<file path="src/rtl/gpr_pkg.sv">
`timescale 1ns / 1ps

package gpr_pkg;

    localparam int GPR_MAX_WIDTH  = 4096;
    localparam int GPR_SAMPLE_W   = 18;
    localparam int GPR_VSUM_W     = 22;
    localparam int GPR_TOTAL_W    = 26;
    localparam int GPR_FW_W       = 13;
    localparam int GPR_FH_W       = 16;
    localparam int GPR_ROW_W      = 15;
    localparam int GPR_COL_W      = 11;
    localparam int GPR_CFG_DATA_W = 16;
    localparam int GPR_IN_TDATA_W = 24;
    localparam int GPR_OUT_TDATA_W = 48;

    localparam logic [GPR_FW_W-1:0] GPR_WIDTH_RESET  = 13'd4096;
    localparam logic [GPR_FH_W-1:0] GPR_HEIGHT_RESET = 16'd4096;

    // configuration register indexes
    localparam logic REG_FRAME_WIDTH  = 1'b0;
    localparam logic REG_FRAME_HEIGHT = 1'b1;

    // one memory word: the four line stores at one column
    typedef logic [3:0][GPR_SAMPLE_W-1:0] gpr_word_t;

    // one decimated pixel and the border copies it stands for
    typedef struct packed {
        logic signed [GPR_SAMPLE_W-1:0] value;
        logic [GPR_ROW_W-1:0]           row;
        logic [GPR_COL_W-1:0]           col;
        logic [GPR_ROW_W-1:0]           last_row;
        logic [GPR_COL_W-1:0]           last_col;
        logic                           top;
        logic                           bottom;
        logic                           left;
        logic                           right;
    } gpr_job_t;

endpackage

</file>
<file path="src/rtl/gpr_emit.sv">
`timescale 1ns / 1ps

module gpr_emit
    import gpr_pkg::*;
(
    input  logic                       clk,
    input  logic                       rst_n,
    input  logic                       load,
    input  gpr_job_t                   job,
    output logic                       free,
    output logic                       m_tvalid,
    input  logic                       m_tready,
    // coarse_row [14:0], coarse_col [25:15], coarse_value [43:26], zero fill
    output logic [GPR_OUT_TDATA_W-1:0] m_tdata,
    output logic                       m_tlast
);

    gpr_job_t   job_reg;
    logic       busy_reg;
    logic [1:0] rpos_reg;
    logic [1:0] cpos_reg;

    logic [1:0] rend;
    logic [1:0] cend;
    logic [1:0] cstart;
    logic       last;
    logic       beat;
    logic [GPR_ROW_W-1:0] out_row;
    logic [GPR_COL_W-1:0] out_col;

    assign rend   = job_reg.bottom ? 2'd2 : 2'd1;
    assign cend   = job_reg.right  ? 2'd2 : 2'd1;
    assign cstart = job_reg.left   ? 2'd0 : 2'd1;
    assign last   = (rpos_reg == rend) && (cpos_reg == cend);
    assign beat   = busy_reg && m_tready;
    assign free   = !busy_reg || (m_tready && last);

    always_comb
    begin
        case (rpos_reg)
            2'd0:    out_row = '0;
            2'd1:    out_row = job_reg.row;
            2'd2:    out_row = job_reg.last_row;
            default: out_row = job_reg.row;
        endcase
        case (cpos_reg)
            2'd0:    out_col = '0;
            2'd1:    out_col = job_reg.col;
            2'd2:    out_col = job_reg.last_col;
            default: out_col = job_reg.col;
        endcase
    end

    assign m_tvalid = busy_reg;
    assign m_tlast  = last;
    assign m_tdata  = {4'b0000, job_reg.value, out_col, out_row};

    always_ff @(posedge clk or negedge rst_n)
    begin
        if (!rst_n)
        begin
            busy_reg <= 1'b0;
            rpos_reg <= 2'd1;
            cpos_reg <= 2'd1;
        end
        else if (load)
        begin
            busy_reg <= 1'b1;
            rpos_reg <= job.top  ? 2'd0 : 2'd1;
            cpos_reg <= job.left ? 2'd0 : 2'd1;
        end
        else if (beat)
        begin
            if (last)
            begin
                busy_reg <= 1'b0;
            end
            else if (cpos_reg == cend)
            begin
                cpos_reg <= cstart;
                rpos_reg <= rpos_reg + 2'd1;
            end
            else
            begin
                cpos_reg <= cpos_reg + 2'd1;
            end
        end
    end

    always_ff @(posedge clk)
    begin
        if (load)
        begin
            job_reg <= job;
        end
    end

    a_load_when_free: assert property (@(posedge clk) disable iff (!rst_n)
        load |-> free)
        else $error("pixel loaded while a run is still open");

    a_pos_range: assert property (@(posedge clk) disable iff (!rst_n)
        busy_reg |-> (rpos_reg != 2'd3) && (cpos_reg != 2'd3))
        else $error("copy position out of range");

    a_run_continues: assert property (@(posedge clk) disable iff (!rst_n)
        (m_tvalid && m_tready && !m_tlast) |=> m_tvalid)
        else $error("run ended without a last beat");

endmodule

</file>
<file path="config.mk">
export PLATFORM = sky130hd
export DESIGN_NAME = gpr_emit
export DESIGN_NICKNAME = d
export VERILOG_FILES = /design/src/rtl/gpr_pkg.sv /design/src/rtl/gpr_emit.sv
export SDC_FILE = /design/constraint.sdc
export NUM_CORES = 1
export LEC_CHECK = 0
export BUFFER_PORTS_ARGS = -buffer_cell sky130_fd_sc_hd__buf_2
export CAP_MARGIN = 20
export CORE_AREA = 5 5 85 87
export CTS_CLUSTER_SIZE = 12
export DETAILED_ROUTE_END_ITERATION = 10
export DIE_AREA = 0 0 90 92
export PLACE_DENSITY = 0.94
export SETUP_SLACK_MARGIN = 0.05
export SLEW_MARGIN = 5
export SYNTH_ARGS = -nofsm -noshare
export SYNTH_HDL_FRONTEND = slang
export SYNTH_SLANG_ARGS = --single-unit
</file>
<file path="constraint.sdc">
create_clock -name clk -period 2.67 [get_ports clk]
set_clock_uncertainty 0.05 [all_clocks]
set_input_delay 0 -clock clk [delete_from_list [all_inputs] [get_ports clk]]
set_output_delay 0 -clock clk [all_outputs]
set_load 0.01 [all_outputs]
</file>
==> impl_metrics.json, run 1 <==
{
  "place_congestion": 0.771,
  "cts_sinks": 78,
  "numPortBuffers": 124,
  "largest_register_ffs": 55,
  "row_count": 29,
  "synth_area_mm2": 0.00311,
  "wl_per_cell_um": 16.7,
  "mostFrequentLayoutCells": "buf_2, dlygate4sd3_1, edfxtp_1",
  "cts_hold_buf": 78,
  "avgSynthCellArea_um2": 15.5,
  "core_area_mm2": 0.00628,
  "synth_cell_types": 27,
  "worst-setup-path-type": "flop to primary output",
  "crit_chain": "inv_1, ha_1, nor2_1, a22o_1, buf_2",
  "final_common_cell": "buf_2",
  "die_y_um": 92,
  "hold_viol": 0,
  "overflow": 0,
  "critPathCaptureType": "primary output",
  "period_share": 0.878,
  "regArea_mm2": 0.00232,
  "grt_pass1_wl_um": 12300,
  "antenna_found_initial": 0,
  "drc": 0,
  "tightest_slew_ps": 969,
  "final_cells": 472,
  "rsz0062_at_grt": "false",
  "clock_latency_ps": 340,
  "cap_violations": 0,
  "ys_seq_area_frac": 0.745,
  "dp_cells": 378,
  "slew_violations": 0,
  "drive_gt1_frac": 0.375,
  "clk_pin_slew_ps": 80,
  "post-cts-setup-buffer-count": 0,
  "start_util": 0.496,
  "hold_class": "primary input to async pin",
  "num_vias": 2275,
  "fmax_ghz": 0.426,
  "cts_tree": "done",
  "vdd_drop_max_v": 0.000462,
  "vias_per_cell": 4.82,
  "yosysWarnings": 0,
  "p_per_area_mw_per_mm2": 638,
  "die_w_um": 90,
  "drtIter0Drc": 115,
  "crit_slowest_cell": "dfstp_2",
  "fin_area_mm2": 0.00468,
  "multi_input_area_um2": 601,
  "setup_ws_ps": 325,
  "io_pins": 129,
  "leakage_nw": 1.97,
  "clock_path_buffers": 2,
  "outcome": "completed",
  "final_util": 0.745,
  "hold_slack_ps": 119,
  "grt_start_max_net_pins": 79,
  "fill_cells": 395,
  "post_dp_cell_area_mm2": 0.00366,
  "crit_path_max_incr_delay_ps": 580,
  "postCtsResizedCells": 0,
  "nNetsFinal": 472,
  "setup_viol": 0,
  "cts-root-buf": "clkbuf_8",
  "dpl_worst_slack_ps": 690,
  "synthCells": 201,
  "ys_ff_latch": 78,
  "ant_nets": 0,
  "wl_met2_um": 4290,
  "slew_headroom": 0.354,
  "cp_max_fo": 13,
  "track_usage": 0.191,
  "rr_worst_depth": 5,
  "min_period_ps": 2350,
  "drtPass1Iterations": 5,
  "grt_pass1_vias": 2472,
  "worst_setup_path_start_kind": "flop",
  "die-area_mm2": 0.00828,
  "area_growth_pct": 50.3,
  "met1_length_um": 2790,
  "top_layer": "met4",
  "cts_buffers": 9,
  "postRouteWirelength_um": 7880,
  "cp.arrival_ps": 2300,
  "route.met3.wl_um": 570,
  "power.total_mw": 2.98,
  "fin_tns_setup_ps": 0,
  "crit_required_ps": 2620,
  "diodes": 0,
  "htree_num_levels": 3
}
==> worst max-delay path: cells and delay by family (launching register included) <==
family / cells / cell delay [ps]
flip-flops: 1 / 580
AND/OR/NAND/NOR: 1 / 580
adder cells (fa/ha/maj): 1 / 360
AO/OA/AOI/OAI: 1 / 220
buffers and inverters: 2 / 210
==> metal layers <==
layer	track usage	vias to the layer above
met1	0.200	1065
met2	0.345	102
met4	0.0868	0
met5	0	-
met3	0.0655	22
li1	-	1086
==> layout make-up <==
type,instances,area share
Clock buffer,9,0.0265
Sequential cell,78,0.496
Tap cell,77,0.0206
Timing Repair Buffer,202,0.300
Inverter,5,0.00401
Multi-Input combinational cell,94,0.128
Clock inverter,7,0.0241
==> where the power goes <==
| group | leakage [nW] | internal, mW | switching (mW) |
|---|---|---|---|
| combinational | 1.08 | 0.243 | 0.217 |
| clock | 0.119 | 0.616 | 0.421 |
| sequential | 0.772 | 1.45 | 0.0370 |
| total | 1.97 | 2.31 | 0.674 |
==> path summary, 6_finish.rpt <==
path	slack, ps	to	from
worst min-delay path	120	rpos_reg[0]$_DFFE_PN1P_	rst_n
max in group asynchronous	1820	cpos_reg[1]$_DFFE_PN0P_	rst_n
worst min register to register	480	rpos_reg[0]$_DFFE_PN1P_	rpos_reg[0]$_DFFE_PN1P_
worst max register to register	400	cpos_reg[0]$_DFFE_PN1P_	cpos_reg[0]$_DFFE_PN1P_
min in group clk	290	job_reg[8]$_DFFE_PP_	load
worst max-delay path	320	m_tdata[16]	cpos_reg[0]$_DFFE_PN1P_
==> synth_stat cells <==
| library cell | number | area [um^2] |
|---|---|---|
| a21bo_2 | 1 | 10.0 |
| a21oi_1 | 3 | 15.0 |
| a22o_1 | 10 | 87.6 |
| a2bb2oi_4 | 1 | 26.3 |
| a31oi_1 | 1 | 6.26 |
| and2_1 | 2 | 12.5 |
| and3b_4 | 1 | 12.5 |
| buf_4 | 22 | 165 |
| clkbuf_1 | 5 | 18.8 |
| conb_1 | 1 | 3.75 |
| dfrtp_1 | 3 | 75.1 |
| dfstp_2 | 2 | 52.6 |
| edfxtp_1 | 73 | 2190 |
| ha_1 | 4 | 50.1 |
| inv_1 | 5 | 18.8 |
| nand2_1 | 18 | 67.6 |
| nand2b_1 | 16 | 100 |
| nand3_1 | 1 | 5.00 |
| nand3b_1 | 1 | 7.51 |
| nor2_1 | 2 | 7.51 |
| nor3b_2 | 1 | 12.5 |
| o211ai_1 | 1 | 7.51 |
| o211ai_2 | 1 | 12.5 |
| o21ai_0 | 22 | 110 |
| or3_1 | 1 | 6.26 |
| or3b_1 | 2 | 17.5 |
| or4_4 | 1 | 11.3 |
==> logic make-up after synthesis <==
family / synth area share
AND/OR/NAND/NOR: 0.0836
AO/OA/AOI/OAI: 0.0885
adder cells (fa/ha/maj): 0.0161
flip-flops: 0.745
other: 0.00121
buffers and inverters: 0.0651
Power figures use the tool's default switching activity.
==> run 2, diff against run 1 <==
--- a/config.mk
+++ b/config.mk
@@ -7,11 +7,11 @@
 export LEC_CHECK = 0
 export BUFFER_PORTS_ARGS = -buffer_cell sky130_fd_sc_hd__buf_2
 export CAP_MARGIN = 20
-export CORE_AREA = 5 5 85 87
+export CORE_AREA = 5 5 107 69
 export CTS_CLUSTER_SIZE = 12
 export DETAILED_ROUTE_END_ITERATION = 10
-export DIE_AREA = 0 0 90 92
-export PLACE_DENSITY = 0.94
+export DIE_AREA = 0 0 112 74
+export PLACE_DENSITY = 0.95
 export SETUP_SLACK_MARGIN = 0.05
 export SLEW_MARGIN = 5
 export SYNTH_ARGS = -nofsm -noshare
==> run 2 against run 1 <==
Against the previous run:
- cell area is 1.2% lower
- core utilization down 1.8 points
- combinational power about the same
- die area about the same
- register-to-register slack improved by 510 ps
- largest cell class unchanged
- largest power group unchanged
==> impl_metrics.json, run 2 (synthesized netlist as in run 1, its figures left out) <==
{
  "vias_per_cell": 4.65,
  "num_vias": 2227,
  "cts-root-buf": "clkbuf_8",
  "largest_register_ffs": 55,
  "row_count": 23,
  "clock_path_buffers": 2,
  "worst-setup-path-type": "flop to primary output",
  "r2r_slack_ps": 910,
  "fmax_ghz": 0.447,
  "setup_viol": 0,
  "crit-reg2reg-capture": "rpos_reg[0]$_DFFE_PN1P_",
  "nNetsFinal": 471,
  "htree_num_levels": 3,
  "final_common_cell": "buf_2",
  "cp_max_fo": 13,
  "cp.arrival_ps": 2190,
  "leakage_nw": 1.93,
  "mostFrequentLayoutCells": "buf_2, dlygate4sd3_1, edfxtp_1",
  "clock_latency_ps": 340,
  "hold_class": "primary input to async pin",
  "cts_buffers": 9,
  "vdd_drop_max_v": 0.000342,
  "ant_nets": 0,
  "grt_pass1_vias": 2387,
  "drtIter0Drc": 74,
  "cts_sinks": 78,
  "die_w_um": 112,
  "timing.rr.start": "cpos_reg[0]$_DFFE_PN1P_",
  "postRouteWirelength_um": 7660,
  "tightest_slew_ps": 962,
  "outcome": "completed",
  "rsz0062_at_grt": "false",
  "worst_setup_path_start_kind": "flop",
  "cap_violations": 0,
  "setup_ws_ps": 434,
  "die_y_um": 74,
  "wl_per_cell_um": 16.0,
  "fin_tns_setup_ps": 0,
  "drtPass1Iterations": 4,
  "grt_pass1_wl_um": 11900,
  "place_congestion": 0.764,
  "slew_violations": 0,
  "drive_gt1_frac": 0.375,
  "area_growth_pct": 48.5,
  "slew_headroom": 0.359,
  "grt_start_max_net_pins": 79,
  "track_usage": 0.191,
  "p_per_area_mw_per_mm2": 595,
  "numPortBuffers": 124,
  "period_share": 0.837,
  "clk_pin_slew_ps": 70,
  "min_period_ps": 2240,
  "core_area_mm2": 0.00636,
  "critPathCaptureType": "primary output",
  "io_pins": 129,
  "start_util": 0.489,
  "rr_worst_depth": 4,
  "overflow": 0,
  "hold_viol": 0,
  "drc": 0,
  "die-area_mm2": 0.00829,
  "antenna_found_initial": 0,
  "dpl_worst_slack_ps": 635,
  "diodes": 0,
  "hold_slack_ps": 95.6,
  "post-cts-setup-buffer-count": 0,
  "crit_required_ps": 2620,
  "hpwl_um": 4560,
  "cts_tree": "done"
}
## run 2: critical path, stage by stage, from the launching register on
cell and delay, ps:
dfstp_2 580, inv_1 70, ha_1 380, nor2_2 450, a22o_1 230, buf_2 140
## run 2: worst max-delay path by stage
stage / slack [ps] / start / to / cells past startpoint
floorplan: 1020 / cpos_reg[0]$_DFFE_PN1P_ / cpos_reg[0]$_DFFE_PN1P_ / 4
global placement: 790 / cpos_reg[0]$_DFFE_PN1P_ / m_tdata[17] / 5
detailed placement: 640 / cpos_reg[0]$_DFFE_PN1P_ / m_tdata[16] / 5
CTS: 240 / cpos_reg[0]$_DFFE_PN1P_ / m_tdata[16] / 5
global route: 290 / cpos_reg[0]$_DFFE_PN1P_ / m_tdata[21] / 5
finish: 430 / cpos_reg[0]$_DFFE_PN1P_ / m_tdata[16] / 5
## run 2: metal layers
| layer | vias to the layer above | part of all wire | track usage | routed length (um) |
|---|---|---|---|---|
| li1 | 1084 | - | - | - |
| met1 | 1036 | 0.40 | 0.202 | 3030 |
| met2 | 97 | 0.51 | 0.364 | 3930 |
| met3 | 10 | 0.081 | 0.0740 | 621 |
| met4 | 0 | 0.010 | 0.0533 | 78 |
| met5 | - | 0 | 0 | 0 |
## run 2: layout make-up
cell class / instances / area (um^2)
Sequential cell: 78 / 2320
Fill cell: 439 / 1740
Timing Repair Buffer: 201 / 1390
Multi-Input combinational cell: 94 / 603
Clock buffer: 9 / 124
Tap cell: 87 / 109
Clock inverter: 5 / 52.6
Inverter: 5 / 18.8
## run 2: repair_timing
action,4_1_cts,5_1_grt
hold buffers,77,0
endpoints found under the setup margin,0,1
resized for setup,0,1
hold endpoints to repair,81,0
## run 2: through the flow
step	instances	cell area, um^2	util	total power [mW]
2_1_floorplan	204	3120	-	1.71
3_3_place_gp	388	3670	0.577	1.86
3_5_place_dp	388	3670	0.577	1.88
4_1_cts	479	4620	0.726	2.77
5_1_grt	479	4620	0.727	2.88
6_report	479	4620	0.727	2.75
## run 2: power breakdown
group          switching (mW)  internal (mW)  leakage, nW  total [mW]
Clock                   0.384          0.416       0.0907       0.800
Sequential             0.0377           1.45        0.772        1.49
Combinational           0.220          0.241         1.07       0.461
